===== config.mk =====
export PLATFORM = sky130hd
export DESIGN_NAME = enrbc_ram
export DESIGN_NICKNAME = d
export VERILOG_FILES = /design/src/hdl/enrbc_ram.sv
export SDC_FILE = /design/constraint.sdc
export NUM_CORES = 2
export LEC_CHECK = 0
export ABC_AREA = 1
export BUFFER_PORTS_ARGS = -buffer_cell sky130_fd_sc_hd__buf_4
export CORE_MARGIN = 2
export CORE_UTILIZATION = 35
export DETAILED_ROUTE_END_ITERATION = 16
export PLACE_DENSITY = 0.52
export SETUP_SLACK_MARGIN = 0.3
export SLEW_MARGIN = 10
export SYNTH_ARGS = -nofsm -noshare
export SYNTH_HDL_FRONTEND = slang
export SYNTH_SLANG_ARGS = --single-unit

===== constraint.sdc =====
create_clock -name clk -period 2.2 [get_ports clk]
set_input_delay 0.22 -clock clk [delete_from_list [all_inputs] [get_ports clk]]
set_output_delay 0.22 -clock clk [all_outputs]
set_load 0.02 [all_outputs]

===== src/hdl/enrbc_ram.sv =====
module enrbc_ram #(
	parameter int WIDTH = 8,
	parameter int DEPTH = 256
) (
	input  logic                     clk,
	input  logic                     we,
	input  logic [$clog2(DEPTH)-1:0] waddr,
	input  logic [WIDTH-1:0]         wdata,
	input  logic [$clog2(DEPTH)-1:0] raddr,
	output logic [WIDTH-1:0]         rdata
);

	logic [WIDTH-1:0] mem [DEPTH];

	always_ff @(posedge clk) begin
		if (we) begin
			mem[waddr] <= wdata;
		end
		rdata <= mem[raddr];
	end

endmodule


# After elaboration in Yosys (flattened, before gate mapping)
# Memory sizes are Yosys's and may differ from the RTL's. A register that Yosys moved wholly into a read port is not among the register bits.
# Index checks and enable logic that the tools add are counted.
[word_totals] ff_bits=0 ram_bits=2048 input_bits=26 out_inout_bits=8 word_cells=3 mem_count=1
[mem_list] name="mem" depth=256 width=8 rd=1 rd_clocked_by_memory_dff=1 wr=1 line_no="13" rtl="logic [WIDTH-1:0] mem [DEPTH];"
[op_classes] muxes=2
[ops] op="two-way mux 1 bit" count=2

# Longest topological paths before layout
[depth] word_depth=2 depth_mapped=15 ltp_nobuf=11

# Least setup slack after synthesis
# Ideal clock, no wire load.
[synth_timing] path_kind="input port to flip-flop" startpoint="in we" endpoint="mem mem[162][0] (enable)" setup_ns=0.370 arrival_ns=1.341 t_required_ns=1.830 path_slack_ns=0.489 path_stages=4 path_buffers=2 cell_sequence="clkbuf_1 > nand3_1 > clkbuf_1 > nor2_1"
[synth_via] elab_chain_len=2
[synth_lines] element="from (decl)" line_no="6" rtl="input logic we,"
[synth_lines] element="two-way mux 1 bit" line_no="16" rtl="if (we) begin"
[synth_lines] element="two-way mux 1 bit (implied by the code)" line_no="17" rtl="mem[waddr] <= wdata;"
[synth_lines] element="to (decl)" line_no="13"
# Every way passes these cells.

==> impl_metrics.json <==
{
  "crit_start": "raddr[0]",
  "clock_path_buffers": 3,
  "antenna_found_initial": 5,
  "cts_buffers": 213,
  "clk_latency_ns": 0.87,
  "synthesis.area_sq_um": 83400,
  "initial_utilization": 0.351,
  "antenna_violating_nets_post_route": 0,
  "tritoncts": "done",
  "crit_type": "primary input to register",
  "gpl.final_weighted_congestion": 0.875,
  "die_height_um": 492,
  "layout.cell_area.non_filler_sq_um": 99400,
  "p_leak_nw": 35.4,
  "synthFlopType": "sky130_fd_sc_hd__edfxtp_1",
  "tns_ns": 0,
  "final-hold-violation-count": 0,
  "timing.max_cap.violations": 0,
  "grt-ovfl-total": 0,
  "synth_nets": 7029,
  "worst_pin_slew_ns": 0.707,
  "number_of_flops_mapped_to_enable_cells_by_yosys": 2048,
  "core_area_sq_um": 237000,
  "cts_htree_levels": 4,
  "rrSetupSlack_ns": 0.34,
  "drc": 0,
  "grt_use_total": 0.206,
  "row_count": 179,
  "cts.repair_timing.setup_buffer_count": 0,
  "fraction_of_the_yosys_area_taken_by_sequential_cells": 0.739,
  "timing.critical_path.required_ns": 3.01,
  "postRouteWirelength_mm": 254,
  "setup_violations": 0,
  "synth.ff_latch_count": 2056,
  "vias": 56400,
  "post_synth.cell_area_avg_sq_um": 11.9,
  "data_arrival_time_of_the_worst_path_ns": 2.67,
  "floorplan_die_area_sq_um": 242000,
  "timing.slew.headroom": 0.529,
  "final_min_period_over_clock_period": 0.846,
  "drtIter0Drc": 5882,
  "grt_first_pass_wirelength_mm": 373,
  "layout-drive-gt1-share": 0.139,
  "grt_setup_unrepaired": "false",
  "final_cells": 10900,
  "dr.pass1.iters": 6,
  "max-vdd-ir-drop_uv": 709,
  "critPathLaunchType": "primary input",
  "endpoint_kind": "register",
  "holdCritStartpoint": "raddr[6]",
  "synthesis.instances": 7003,
  "worst_clock_skew_ns": 0.0500,
  "via_count_of_the_first_global_routing_pass": 54800,
  "cp_max_fo": 38,
  "placed_wire_length_estimate_mm": 158,
  "clk_transition_reported_paths_ns": 0.06,
  "netlist.area_leader.share": 0.737,
  "place_area_sq_um": 92500,
  "fin_hold_ws_ns": 0.0946,
  "io_pins": 34,
  "largest_cells_by_area_after_synthesis": "sky130_fd_sc_hd__edfxtp_1, sky130_fd_sc_hd__nand3_1, sky130_fd_sc_hd__nand2_1",
  "fmaxAchievable_mhz": 538,
  "yosys.cell_types.count": 14,
  "die_width_um": 492,
  "synth-async-reset-ratio": 0,
  "worstHoldPathCells": 6,
  "min_path_type": "primary input to register",
  "synth_commonest_cells": "sky130_fd_sc_hd__nand2_1, sky130_fd_sc_hd__edfxtp_1, sky130_fd_sc_hd__nand3_1, sky130_fd_sc_hd__nor2_1, sky130_fd_sc_hd__buf_2",
  "power-per-cell-area_nw_per_um2": 845,
  "final-max-slew-violation-count": 0,
  "area_delta_synth_final_pct": 19.2,
  "wl_per_cell_um": 23.4,
  "yosysWarnings": 0,
  "power_w": 0.0841,
  "cts_root_buffer": "sky130_fd_sc_hd__clkbuf_16",
  "most_frequently_used_cell_type_in_the_post_synthesis_netlist": "sky130_fd_sc_hd__nand2_1",
  "viasPerCell": 5.19,
  "status": "finished, final reports clean",
  "critical_path.reg2reg.startpoint": "mem[34][2]",
  "period_minus_slack_ns": 1.86,
  "grt_max_degree": 83,
  "portBuffers": 33,
  "cts_sinks": 2056,
  "num-nets-final": 7529,
  "r2r.worst_path.cells": 10,
  "yosys.area.top_type": "sky130_fd_sc_hd__edfxtp_1",
  "place_inst": 10400
}
[layout make-up]
class / instances / area [sq um]
multi-input combinational: 4425 / 19200
timing repair buffer: 768 / 7670
tap: 3167 / 3960
sequential: 2056 / 61700
fill: 22300 / 138000
antenna: 4 / 10.0
clock buffer: 272 / 5650
clock inverter: 126 / 1090
inverter: 39 / 180
[cell usage in the layout, fill, tap and decap left out]
cell / count
sky130_fd_sc_hd__nand3_4: 2
sky130_fd_sc_hd__inv_6: 4
sky130_fd_sc_hd__clkbuf_1: 54
sky130_fd_sc_hd__clkinv_16: 4
sky130_fd_sc_hd__inv_2: 1
sky130_fd_sc_hd__edfxtp_1: 2048
sky130_fd_sc_hd__clkinv_8: 4
sky130_fd_sc_hd__dfxtp_1: 8
sky130_fd_sc_hd__buf_8: 11
sky130_fd_sc_hd__inv_16: 1
sky130_fd_sc_hd__buf_6: 1
sky130_fd_sc_hd__inv_8: 2
sky130_fd_sc_hd__diode_2: 4
sky130_fd_sc_hd__bufinv_16: 14
sky130_fd_sc_hd__nand2_2: 8
sky130_fd_sc_hd__inv_1: 34
sky130_fd_sc_hd__clkbuf_16: 217
sky130_fd_sc_hd__buf_12: 143
sky130_fd_sc_hd__inv_4: 1
sky130_fd_sc_hd__clkinv_2: 36
sky130_fd_sc_hd__nand3_2: 11
sky130_fd_sc_hd__clkinv_4: 3
sky130_fd_sc_hd__clkinvlp_4: 3
sky130_fd_sc_hd__dlygate4sd3_1: 10
sky130_fd_sc_hd__nand2_1: 2115
sky130_fd_sc_hd__nand3_1: 2006
sky130_fd_sc_hd__nor2_1: 283
sky130_fd_sc_hd__clkinv_1: 58
sky130_fd_sc_hd__clkbuf_8: 1
sky130_fd_sc_hd__buf_4: 603
[critical path, stage by stage]
cell and delay (ns):
sky130_fd_sc_hd__buf_8 0.15, sky130_fd_sc_hd__buf_12 0.25, sky130_fd_sc_hd__buf_4 0.23, sky130_fd_sc_hd__buf_12 0.22
sky130_fd_sc_hd__buf_4 0.18, sky130_fd_sc_hd__nand2_1 0.05, sky130_fd_sc_hd__nand3_1 0.07, sky130_fd_sc_hd__nand3_1 0.11
sky130_fd_sc_hd__nand3_1 0.15, sky130_fd_sc_hd__nand3_1 0.17, sky130_fd_sc_hd__nand3_1 0.15, sky130_fd_sc_hd__nand3_1 0.27
sky130_fd_sc_hd__nand2_1 0.21, sky130_fd_sc_hd__nand2_1 0.09, sky130_fd_sc_hd__nand2_1 0.10
[what timing repair did]
item                                    CTS  global route
pin swaps                                 0             0
resized for setup                         8             7
hold buffers                             10             0
gates cloned                              0             0
endpoints found under the hold margin   803             0
endpoints found under the setup margin    5             5
[power breakdown]
group          internal, W  switching, W  total [W]
Clock               0.0198        0.0152     0.0350
Sequential          0.0432     0.0000486     0.0432
Combinational      0.00179       0.00410    0.00589
Total               0.0647        0.0194     0.0841
[registers in the layout, indices dropped and copies added, names as in the netlist]
| signal | cells |
|---|---|
| rdata | 8 |
| mem | 2048 |
[routing by layer]
metal  part of all wire  vias up  global-route usage
met1               0.43    28200               0.285
met5                  0        -                   0
met2               0.47     1942               0.333
li1                   -    25900                   -
met4              0.035        0              0.0735
met3              0.062      387              0.0290
[final timing paths]
kind / to
setup / recovery: rdata[0]
setup reg to reg: rdata[2]
hold / removal: rdata[1]
hold reg to reg: rdata[2]
[cell families (layout without fill, tap and decap cells)]
| group | after synthesis | count (layout) | synth area share |
|---|---|---|---|
| and+or+nand+nor | 4425 | 4425 | 0.229 |
| buffers and inverters | 522 | 1205 | 0.0312 |
| other | 0 | 4 | 0 |
| DFF | 2056 | 2056 | 0.739 |
[per-stage QoR]
stage          utilization  setup slack [ns]
2_1_floorplan            -             0.489
3_3_place_gp         0.390            -0.682
3_5_place_dp         0.390            -0.677
4_1_cts              0.419             0.283
5_1_grt              0.419             0.305
6_report             0.419             0.340
(Power assumes the default switching activity.)
